## config.mk

```make
export PLATFORM = sky130hd
export DESIGN_NAME = skl_cell
export DESIGN_NICKNAME = d
export VERILOG_FILES = /design/src/hdl/skl_pkg.sv /design/src/hdl/skl_cell.sv
export SDC_FILE = /design/constraint.sdc
export NUM_CORES = 1
export LEC_CHECK = 0
export BUFFER_PORTS_ARGS = -buffer_cell sky130_fd_sc_hd__buf_4
export CAP_MARGIN = 20
export CORE_UTILIZATION = 32
export DETAILED_ROUTE_END_ITERATION = 10
export PLACE_DENSITY = 0.72
export SETUP_SLACK_MARGIN = 0.1
export SYNTH_ARGS = -nofsm -noshare
export SYNTH_HDL_FRONTEND = slang
export SYNTH_SLANG_ARGS = --single-unit
```

## constraint.sdc

```tcl
create_clock -name clk -period 4.2 [get_ports clk]
set_input_delay 0.21 -clock clk [delete_from_list [all_inputs] [get_ports clk]]
set_output_delay 0.21 -clock clk [all_outputs]
set_load 0.05 [all_outputs]
```

## src/hdl/skl_pkg.sv

```systemverilog
// shared types, constants and helpers for the sorted key list
package skl_pkg;

	localparam int CAPACITY = 64;
	localparam int KEY_W = 32;
	localparam int HANDLE_W = 16;
	localparam int INDEX_W = 6;
	localparam int COUNT_W = 7;
	localparam int OP_W = 3;

	typedef enum logic [OP_W-1:0] {
		OP_INS_SORTED = 3'd0,
		OP_INS_AT     = 3'd1,
		OP_APPEND     = 3'd2,
		OP_REMOVE     = 3'd3,
		OP_READ       = 3'd4
	} skl_op_t;

	typedef enum logic [1:0] {
		ST_OK    = 2'd0,
		ST_FULL  = 2'd1,
		ST_RANGE = 2'd2
	} skl_status_t;

	typedef enum logic [1:0] {
		S_IDLE,
		S_CMP,
		S_FIND,
		S_APPLY
	} skl_state_t;

	typedef struct packed {
		logic sorted;
		logic desc;
	} skl_cmp_t;

	typedef struct packed {
		logic ins;
		logic rem;
		logic ge;
		logic hit;
	} skl_apply_t;

	function automatic logic better(input logic desc, input logic [KEY_W-1:0] a,
			input logic [KEY_W-1:0] b);
		return desc ? (a > b) : (a < b);
	endfunction

endpackage

```

## src/hdl/skl_cell.sv

```systemverilog
// one list cell: holds an entry, flags a match and shifts with its neighbors
module skl_cell #(
	parameter int IDX = 0,
	parameter int WW = 7
) (
	input  logic                          clk,
	input  skl_pkg::skl_cmp_t             cmp,
	input  logic                          cmp_en,
	input  logic [WW-1:0]                 cnt,
	input  logic [WW-1:0]                 tgt,
	input  logic [skl_pkg::KEY_W-1:0]     new_key,
	input  logic [skl_pkg::HANDLE_W-1:0]  new_handle,
	input  logic [skl_pkg::KEY_W-1:0]     left_key,
	input  logic [skl_pkg::HANDLE_W-1:0]  left_handle,
	input  logic [skl_pkg::KEY_W-1:0]     right_key,
	input  logic [skl_pkg::HANDLE_W-1:0]  right_handle,
	input  skl_pkg::skl_apply_t           apply,
	output logic [skl_pkg::KEY_W-1:0]     key_q,
	output logic [skl_pkg::HANDLE_W-1:0]  handle_q,
	output logic                          match_q
);

	localparam logic [WW-1:0] ME = WW'(IDX);

	logic match_d;

	always_comb begin
		match_d = 1'b0;
		if (cmp.sorted) begin
			if (IDX == 0) begin
				match_d = (cnt == '0) || skl_pkg::better(cmp.desc, new_key, key_q);
			end else if (ME < cnt) begin
				match_d = !skl_pkg::better(cmp.desc, key_q, new_key);
			end else begin
				match_d = (ME == cnt);
			end
		end else begin
			match_d = (ME == tgt);
		end
	end

	always_ff @(posedge clk) begin
		if (cmp_en) begin
			match_q <= match_d;
		end
		if (apply.ins && apply.hit) begin
			key_q    <= new_key;
			handle_q <= new_handle;
		end else if (apply.ins && apply.ge) begin
			key_q    <= left_key;
			handle_q <= left_handle;
		end else if (apply.rem && apply.ge) begin
			key_q    <= right_key;
			handle_q <= right_handle;
		end
	end

endmodule

```

; Word level (Yosys, flattened, before mapping)
; Index checks and enable logic that the tools add are counted.
[totals]
regBits = 49
inputBits = 166
wordCells = 20
[op_classes]
order_cmp = 2
muxes = 8
reduce_logical = 7
[ops]
columns = cell, count
row1 = 2-to-1 mux 32 bit, 3
row2 = 2-to-1 mux 16 bit, 3
row3 = greater-than comparator 32 bit, 1
row4 = less-than comparator 32 bit, 1
row5 = logical NOT 7 bit, 2
row6 = logical AND 1 bit, 3
row7 = nonzero test 3 bit, 1
row8 = 2-to-1 mux 1 bit, 2
row9 = logical OR 1 bit, 1

; Logic depth before layout (Yosys ltp)
; Gate-level depths: netlist (run 1).
[logic_depth]
word_depth = 4
depth_mapped = 8
mapped_depth_nobuf = 8

; Least setup slack after synthesis (run 1)
; OpenSTA, ideal clock, no wires.
[synth_path]
path_type = input-to-reg
from = input apply[0] (netlist bit)
to = register handle_q[0] (netlist bit), enable pin
t_arrival_ps = 2871
required_ps = 3746
path_slack_ps = 876
cell_stages = 5
n_path_buf = 2
path_cell_list = and2_1 clkbuf_1 clkbuf_1 nor2_1 nor2_1
[synth_via]
elab_chain_cells = 2
[synth_lines]
columns = element, line
row1 = "start, declared", skl_cell.sv:17  ; input skl_pkg::skl_apply_t apply,
row2 = logical AND 1 bit, skl_cell.sv:46  ; if (apply.ins && apply.hit) begin
row3 = nonzero test 3 bit (no source line), -
row4 = "end signal, assigned", skl_cell.sv:48  ; handle_q <= new_handle;
row5 = "end signal, assigned", skl_cell.sv:51  ; handle_q <= left_handle;
row6 = "end signal, assigned", skl_cell.sv:54  ; handle_q <= right_handle;
row7 = "end, declared", skl_cell.sv:19  ; output logic [skl_pkg::HANDLE_W-1:0] handle_q,
; Every way passes these cells.
; A chain may end at the register's enable or synchronous reset.

; Final worst setup path (run 1)
[layout_path]
from = register key_q[23] (netlist bit)
to = register match_q, data pin
[layout_via]
elab_chain_cells = 4
[layout_lines]
columns = element, line
row1 = "start, declared", skl_cell.sv:18  ; output logic [skl_pkg::KEY_W-1:0] key_q,
row2 = "start signal, assigned", skl_cell.sv:47  ; key_q <= new_key;
row3 = "start signal, assigned", skl_cell.sv:50  ; key_q <= left_key;
row4 = "start signal, assigned", skl_cell.sv:53  ; key_q <= right_key;
row5 = less-than comparator 32 bit / greater-than comparator 32 bit (equally long branches), skl_pkg.sv:46  ; return desc ? (a > b) : (a < b);
row6 = 2-to-1 mux 1 bit (*), skl_pkg.sv:46
row7 = logical OR 1 bit (*), skl_cell.sv:31  ; match_d = (cnt == '0) || skl_pkg::better(cmp.desc, new_key, key_q);
row8 = 2-to-1 mux 1 bit (*), skl_cell.sv:29  ; if (cmp.sorted) begin
row9 = net match_d, skl_cell.sv:25  ; logic match_d;
row10 = "end signal, assigned", skl_cell.sv:44  ; match_q <= match_d;
row11 = "end, declared", skl_cell.sv:20  ; output logic match_q
; Mark *: on every way through the listed nets, which the timed path passes. The rest lies on a longest branch.

==> impl_results.md, run 1 <==
- Worst Skew: 0.00431 ns
- CP Max Fanout: 3
- Dpl cells: 675
- Critical path endpoint category: register
- Non-Filler Instances: 683
- Clk sinks: 49
- Area of the die: 0.0109 sq mm
- Setup TNS Final: 0 ns
- # rows: 37
- Post-Synthesis Cell Area: 0.00335 sq mm
- Initial Utilization: 32.8%
- Synth Instances: 339
- Fin. Hold Viols: 0
- Outcome: finished, final reports clean
- Required time of the critical path: 4.25 ns
- Global-route wire length before repair: 14.9 mm
- CTS clk-pin slew, worst paths: 0.09 ns
- Post-DP HPWL: 7.57 mm
- CP bufs+invs: 1
- Core region area: 0.0102 sq mm
- Yosys reg bits: 49
- Final Slew Violations: 0
- Most common cell after layout, fill and taps aside: buf_4
- Pin count of the biggest net entering global routing: 97
- CP Data Arrival Time: 2.26 ns
- Share of cells above drive strength 1: 42.2%
- Aggregate global-route resource usage: 17.1%
- R2r setup slk: 1.98 ns
- CP Cell Sequence: inv_1 -> ha_1 -> nand4_1 -> or4_1 -> o311a_1 -> o21ai_0 -> nand4_1
- GRT met3 Usage: 4.07%
- Ports: 215
- Pwr/cell area: 328 mW/mm^2
- Element type at the critical path start: register
- Worst hold path class: in -> reg
- RSZ-0062 raised after global routing: no
- Final Net Count: 744
- Cts hold-fix bufs: 0
- Critical Path Start: key_q[23]
- End point of the critical path: match_q
- CTS resizes: 0
- Fmax: 0.451 GHz
- Wire per inst: 13.8 um
- Initial antenna violation count: 0
- Drt pass-1 iters: 4
- First DRT Iteration DRCs: 94
- N_diodes: 0
- DRT Wirelength: 9.41 mm
- CTS Root Cell: clkbuf_8
- Clk buf depth: 2
- GR Util met2: 33.1%
- Peak VDD IR: 0.000130 V
- Final period util: 52.8%
- Antenna-violating nets left: 0
- Die width: 104 um
- Max stage delay on crit path: 0.53 ns
- Reg area: 0.00147 sq mm
- Max-Cap Viols: 0
- Tmin final: 2.22 ns
- GP Congestion: 0.745
- Area Overhead vs Synth: 56.0%
- Ys Warns: 0
- Number of H-tree levels: 2
- Most frequent cells in the layout: buf_4, nand2_1, o21ai_0, edfxtp_1, mux2i_1
- Syn_nets: 537
- Worst-Margin Slew: 0.849 ns
- Worst path top cell family by delay: simple AND/OR/NAND/NOR gates
- Register area share after synthesis: 43.9%
- DRC: 0
- Max_slew headroom: 43.4%
- GR peak layer: met2
- Cell mode on critical path: nand4_1
- Number of global-route vias before repair: 3245
- FF-to-FF End: match_q
- Die H: 104 um
- Via density: 4.69
- CTS tree: yes
- Setup violators final: 0
- WP depth: 7
- Leakage: 2.64 nW
- GRT met1 Usage: 18.5%
- Vias: 3203
- Reg2reg path depth: 7
- Synth unique cells: 30
- Worst Hold Depth: 1
- GR Overflow Total: 0
- Slowest-stage cell, CP: or4_1
- Reg-to-reg critical path startpoint: key_q[23]
- Syn_area_per_cell: 9.90 sq um
- PortBufs: 214
- Cts bufs inserted: 5
- Clock Latency Late Sink: 0.30 ns
- Crit Path Category: reg -> reg
- Multi-input logic area: 0.00171 sq mm
- # fillers: 929
- Postcts setup bufs: 0
==> synthesized netlist by cell type <==
cell | instances | area (sq um)
nor3_1 | 2 | 10.0
nand2_1 | 55 | 206
a211oi_1 | 1 | 7.51
nand3_1 | 3 | 15.0
a221oi_2 | 1 | 15.0
nor2_1 | 4 | 15.0
and4_1 | 1 | 8.76
nand4_1 | 7 | 43.8
edfxtp_1 | 49 | 1470
and2_1 | 1 | 6.26
o21ai_0 | 50 | 250
ha_1 | 32 | 400
o21ai_1 | 3 | 15.0
a21oi_1 | 13 | 65.1
a21o_1 | 1 | 7.51
and4_4 | 1 | 11.3
or2b_2 | 1 | 8.76
clkbuf_1 | 13 | 48.8
o211ai_1 | 3 | 22.5
buf_2 | 3 | 15.0
nor4_1 | 3 | 18.8
inv_1 | 33 | 124
nor2b_1 | 3 | 18.8
and4b_1 | 1 | 10.0
mux2i_1 | 48 | 480
a31oi_1 | 1 | 6.26
or4_1 | 3 | 22.5
and3_1 | 1 | 6.26
nand2b_4 | 1 | 13.8
o311a_1 | 1 | 10.0
==> cell families after synthesis <==
| family | share of synthesized area (%) |
|---|---|
| AND/OR/NAND/NOR | 12.4 |
| AO/OA/AOI/OAI | 11.9 |
| buffers and inverters | 5.59 |
| flip-flops | 43.9 |
| multiplexers | 14.3 |
| adder cells (fa/ha/maj) | 11.9 |
==> layout make-up <==
class | instances | share of cell area (%)
Sequential cell | 49 | 28.1
Clock inverter | 3 | 1.24
Multi-Input combinational cell | 241 | 32.7
Inverter | 33 | 2.37
Timing Repair Buffer | 216 | 31.0
Clock buffer | 5 | 1.32
Tap cell | 136 | 3.25
==> sequential cells by signal (all words and copies together) (netlist names) <==
name,cells
handle_q,16
key_q,32
match_q,1
==> power by group <==
group	switching [mW]	internal (mW)
clock	0.167	0.237
combinational	0.403	0.268
sequential	0.0269	0.616
total	0.597	1.12
==> worst min-delay path by stage <==
stage,from,slack [ns],end
6_report,cmp_en,0.10,match_q
5_1_grt,cmp_en,0.08,match_q
4_1_cts,cmp_en,0.09,match_q
3_5_place_dp,cmp_en,0.41,match_q
3_3_place_gp,cmp_en,0.41,match_q
2_1_floorplan,cmp_en,0.32,match_q
==> through the flow <==
stage               utilization [%]  hold slack (ns)  power (mW)  setup WS, ns  area [sq um]
floorplan                         -            0.322        1.06         0.876          3350
global placement               49.8            0.411        1.32          2.02          5100
detailed placement             49.8            0.412        1.33          1.98          5100
CTS                            51.1           0.0889        1.74          1.96          5230
global route                   51.1           0.0784        1.80          1.83          5230
finish                         51.1            0.101        1.72          1.98          5230
==> worst register-to-register path, delay by kind of cell (launching register included) <==
family                     cells  cell delay, ns
AOI/OAI and AO/OA              2            0.44
adders and majority gates      1            0.31
buffers and inverters          1            0.05
DFF                            1            0.36
and+or+nand+nor                3            0.79
==> layer usage <==
layer,wire length [um],vias up
met5,0,-
met4,88,0
met3,679,8
met2,4940,127
met1,3700,1433
li1,-,1635
Note: power is estimated with default switching activity, not from simulation.
==> run 2: changes to the inputs <==
PLACE_DENSITY = 0.75   (was 0.72)
clock period = 1.9 ns   (was 4.2 ns; I/O delays follow)
==> run 2 against run 1 <==
The flow now finishes with violations (setup timing). Setup slack worse by 2.3 ns. Register-to-register slack worse by 2.3 ns. Critical path depth unchanged. Hold slack lost 0.033 ns. Wire length increased by 4.9%. Clock power is 47% higher. Total power grew 110%. Design area up 5.4%. Sequential power is 120% higher. First-iteration DRC count increased by 6.4%. Global-route usage rose by 0.92 points. Die area stayed put.
==> impl_results.md, run 2 (synthesized netlist as in run 1, its figures left out) <==
- Clock Latency Late Sink: 0.29 ns
- Outcome: finished with violations
- RSZ-0062 raised after global routing: yes
- Pint: 2.33 mW
- Seq pwr share: 38.7%
- Critical path endpoint category: register
- Clock network power share: 16.2%
- Pwr/cell area: 666 mW/mm^2
- GRT met1 Usage: 18.9%
- Drt pass-1 iters: 4
- Top reg by flops: key_q
- Failing checks: setup timing
- Initial antenna violation count: 0
- Fin. Hold Viols: 0
- Leakage: 2.77 nW
- Via density: 4.74
- Peak VDD IR: 0.000309 V
- Post-DP HPWL: 7.93 mm
- DRC: 0
- Die width: 104 um
- GP Congestion: 0.777
- Reg2reg path depth: 7
- Wire per inst: 13.8 um
- Fmax: 0.456 GHz
- Final hold slack: 0.0676 ns
- Slowest-stage cell, CP: or4_1
- Max-Cap Viols: 0
- Aggregate global-route resource usage: 18.1%
- Clk buf depth: 2
- Share of cells above drive strength 1: 46.4%
- DRT Wirelength: 9.87 mm
- Area Overhead vs Synth: 64.4%
- GRT met3 Usage: 5.20%
- Pin count of the biggest net entering global routing: 55
- Cts bufs inserted: 5
- Switching part of the total power: 36.6%
- Top Registers: key_q: 32 flops, handle_q: 16 flops, match_q: 1 flops
- Max_slew headroom: 70.3%
- Power, Total: 3.67 mW
- Non-Filler Instances: 714
- CP Data Arrival Time: 2.24 ns
- Hold Crit Start: new_handle[5]
- Number of global-route vias before repair: 3494
- Initial Utilization: 32.8%
- Die H: 104 um
- Required time of the critical path: 1.94 ns
- Max stage delay on crit path: 0.55 ns
- CP Max Fanout: 3
- Setup violators final: 1
- Worst path top cell family by delay: simple AND/OR/NAND/NOR gates
- GR peak layer: met2
- Number of H-tree levels: 2
- Most frequent cells in the layout: buf_4, nand2_1, o21ai_0, edfxtp_1, mux2i_1
- Worst Hold Depth: 3
- WHS Endpoint: handle_q[5]
- Area of the die: 0.0109 sq mm
- FF-to-FF End: match_q
- Final Net Count: 776
- Reg-to-reg critical path startpoint: key_q[21]
- Tmin final: 2.19 ns
- CTS tree: yes
- Crit Path Category: reg -> reg
- Vias: 3382
- Final period util: 115%
- Antenna-violating nets left: 0
- Most common cell after layout, fill and taps aside: buf_4
- DP Area: 0.00535 sq mm
- Post-Layout Inst Area: 0.00552 sq mm
- Worst Skew: 0.00519 ns
- GR Overflow Total: 0
- Cell mode on critical path: nand4_1
- GR Util met2: 34.3%
- R2r setup slk: -0.29 ns
- Clk sinks: 49
- CTS Root Cell: clkbuf_8
- Final Slew Violations: 0
- N_diodes: 0
- CP Cell Sequence: inv_1 -> ha_1 -> nand4_1 -> or4_1 -> o311a_1 -> o21ai_1 -> nand4_1
- PortBufs: 214
- Core region area: 0.0102 sq mm
- CP bufs+invs: 1
- Combinational Power Share: 45.1%
- Dpl cells: 703
- Worst hold path class: in -> reg
- First DRT Iteration DRCs: 100
- Switching pwr: 1.34 mW
- Global-route wire length before repair: 15.9 mm
- Ports: 215
- CTS clk-pin slew, worst paths: 0.09 ns
- Element type at the critical path start: register
- # rows: 37
- Number of flip-flops under the largest register name: 32
- PnR worst setup slack: -0.293 ns
- Worst-Margin Slew: 0.445 ns
==> run 2: cell count changes in the layout (fill, tap and decap cells not counted), sizes merged <==
cell	delta
buf	+31
bufinv	-2
clkbuf	+1
dlygate4sd3	+1
==> run 2: area by class of cell <==
class	count	area (sq um)
clock buffers	6	72.6
clock inverters	1	3.75
fillers	894	4720
inverters	33	124
multi-input cells	241	1780
flip-flops and latches	49	1470
well taps	136	170
repair buffers	248	1890
==> run 2: worst reg2reg max path, stage by stage, from the launching register on <==
cell and delay, ns:
edfxtp_1 0.35, inv_1 0.05, ha_1 0.30, nand4_1 0.17, or4_1 0.55, o311a_1 0.32
o21ai_1 0.09, nand4_1 0.10
==> run 2: per-layer routing <==
| metal | up-vias | share of wire, % |
|---|---|---|
| met5 | - | 0 |
| met4 | 0 | 1.8 |
| met3 | 15 | 7.8 |
| met2 | 146 | 53 |
| met1 | 1515 | 37 |
| li1 | 1706 | - |
==> run 2: worst max-delay path by stage <==
stage	start	end	slack, ns	cells after the start
after floorplan	key_q[23]	match_q	-0.42	7
after global placement	key_q[14]	match_q	-0.16	7
after detailed placement	key_q[14]	match_q	-0.23	7
after CTS	key_q[22]	match_q	-0.24	7
after global routing	key_q[22]	match_q	-0.36	7
final	key_q[21]	match_q	-0.29	7
==> run 2: repair_timing <==
action / CTS / global route
setup buffers: 1 / 2
setup endpoints to repair: 1 / 1
hold buffers: 1 / 0
gates resized for setup: 3 / 3
pin swaps: 5 / 5
hold endpoints to repair: 1 / 0
==> run 2: stage by stage <==
stage          TNS [ns]  util, %  setup WS (ns)
6_report         -0.293     53.9         -0.293
4_1_cts          -0.237     53.5         -0.237
2_1_floorplan    -0.419        -         -0.419
3_5_place_dp     -0.228     52.3         -0.228
3_3_place_gp     -0.163     52.3         -0.163
5_1_grt          -0.356     53.9         -0.356
==> run 2: power by group through the flow <==
stage,sequential [mW],combinational (mW),clock [mW]
4_1_cts,1.42,1.65,0.611
3_3_place_gp,1.44,1.59,0
6_report,1.42,1.66,0.594
3_5_place_dp,1.45,1.62,0
5_1_grt,1.44,1.78,0.659
2_1_floorplan,1.92,0.420,0
==> run 3: changes to the inputs <==
BUFFER_PORTS_ARGS = not set   (was -buffer_cell sky130_fd_sc_hd__buf_4)
DONT_BUFFER_PORTS = 1   (was not set)
PLACE_DENSITY = 0.56   (was 0.75)
==> run 3 against run 2 <==
Wire length down 8.2%. Via count down 15%. Clock-buffer cell count unchanged. Core utilization down 8.5 points. Design area down 16%. Setup slack better by 0.094 ns. Die area unchanged. Sequential share of layout area up 5.0 points. Global-route usage down 1.6 points. The flow still finishes with violations (setup timing).
==> impl_results.md, run 3 (synthesized netlist as in run 1, its figures left out) <==
- Aggregate global-route resource usage: 16.5%
- Combinational Power Share: 33.9%
- DRC: 0
- Initial Utilization: 32.8%
- Final Net Count: 639
- PortBufs: 0
- Worst hold path class: in -> reg
- Number of global-route vias before repair: 2901
- Pin count of the biggest net entering global routing: 55
- Pwr/cell area: 766 mW/mm^2
- Clk sinks: 49
- Setup violators final: 1
- CP Cell Sequence: inv_1 -> ha_4 -> nand4_1 -> or4_1 -> o311a_1 -> o21ai_1 -> nand4_1
- Max-Cap Viols: 0
- CP Data Arrival Time: 2.16 ns
- Fmax: 0.476 GHz
- Worst-Margin Slew: 0.493 ns
- Post-DP HPWL: 6.74 mm
- Required time of the critical path: 1.96 ns
- Cell mode on critical path: nand4_1
- Top reg by flops: key_q
- GP Congestion: 0.775
- DRT Wirelength: 9.06 mm
- Top Registers: key_q: 32 flops, handle_q: 16 flops, match_q: 1 flops
- PnR worst setup slack: -0.199 ns
- Non-Filler Instances: 578
- Number of flip-flops under the largest register name: 32
- Drt pass-1 iters: 4
- Final period util: 110%
- Area of the die: 0.0109 sq mm
- Cts bufs inserted: 5
- Failing checks: setup timing
- Peak VDD IR: 0.000368 V
- Ports: 215
- RSZ-0062 raised after global routing: yes
- Global-route wire length before repair: 14.0 mm
- Tmin final: 2.10 ns
- Share of cells above drive strength 1: 20.4%
- First DRT Iteration DRCs: 66
- Switching part of the total power: 36.5%
- CP Max Fanout: 2
- CTS Root Cell: clkbuf_8
- GR Overflow Total: 0
- Element type at the critical path start: register
- Clock Latency Late Sink: 0.30 ns
- Dpl cells: 515
- Number of H-tree levels: 2
- Worst Skew: 0.00341 ns
- Dpl ws: -0.251 ns
- Pint: 2.26 mW
- Area Overhead vs Synth: 38.5%
- CTS clk-pin slew, worst paths: 0.09 ns
- Most frequent cells in the layout: buf_4, nand2_1, o21ai_0, edfxtp_1, mux2i_1
- Outcome: finished with violations
- Final Slew Violations: 0
- Wire per inst: 15.7 um
- CP bufs+invs: 1
- Leakage: 2.09 nW
- Most common cell after layout, fill and taps aside: buf_4
- Slowest-stage cell, CP: or4_1
- Die H: 104 um
- Antenna-violating nets left: 0
- Seq pwr share: 44.9%
- Core region area: 0.0102 sq mm
- CTS tree: yes
- Vias: 2886
- Via density: 4.99
- N_diodes: 0
- Power, Total: 3.56 mW
- Max stage delay on crit path: 0.54 ns
- # rows: 37
- Crit Path Category: reg -> reg
- Worst path top cell family by delay: simple AND/OR/NAND/NOR gates
- Clock network power share: 21.2%
- Fin. Hold Viols: 0
- Critical path endpoint category: register
- Die width: 104 um
- Max_slew headroom: 67.2%
- Clk buf depth: 2
- Initial antenna violation count: 0
- Switching pwr: 1.30 mW
-- run 3: cell count changes in the layout (fill, tap and decap cells not counted), sizes merged --
cell	change
buf	-182
bufinv	+1
dlygate4sd3	+45
-- run 3: area by class of cell --
class / instances / area, sq um
multi-input cells: 241 / 1810
well taps: 136 / 170
repair buffers: 111 / 961
clock inverters: 2 / 33.8
flip-flops and latches: 49 / 1470
inverters: 33 / 124
fillers: 978 / 5580
clock buffers: 6 / 72.6
-- run 3: final timing paths --
path                             endpoint   startpoint  slack, ns  depth (start not counted)
worst max register to register    match_q    key_q[18]      -0.20                          7
worst min register to register    match_q    key_q[31]       0.95                          5
worst max-delay path              match_q    key_q[18]      -0.20                          7
worst min-delay path            key_q[17]  new_key[17]       0.02                          2
-- run 3: repair_timing --
action,4_1_cts,5_1_grt
endpoints found under the setup margin,1,1
hold buffers,45,1
gates cloned,0,0
buffers inserted,4,5
endpoints found under the hold margin,45,1
gates resized for setup,3,6
pin swaps,6,4
-- run 3: through the flow --
step	TNS [ns]	hold WS, ns	instance area, sq um	util [%]
after floorplan	-0.419	0.207	3390	-
after global placement	-0.173	0.208	3930	38.4
after detailed placement	-0.251	0.208	3930	38.4
after CTS	-0.223	0.00109	4540	44.4
after global routing	-0.304	0.0132	4650	45.4
final	-0.199	0.0217	4650	45.4
-- run 3: power groups by stage --
stage | sequential, mW | clock (mW) | combinational, mW
5_1_grt | 1.62 | 0.817 | 1.32
4_1_cts | 1.60 | 0.792 | 1.18
3_5_place_dp | 1.63 | 0 | 1.07
6_report | 1.60 | 0.753 | 1.21
3_3_place_gp | 1.62 | 0 | 1.05
2_1_floorplan | 1.92 | 0 | 0.420
-- run 3: per-layer routing --
metal	GRT usage [%]	vias to the layer above	wire length [um]	share of wire, %
met5	0	-	0	0
met4	5.00	0	129	1.4
met3	4.07	11	671	7.4
met2	30.5	139	4660	51
met1	18.4	1306	3600	40
li1	-	1430	-	-
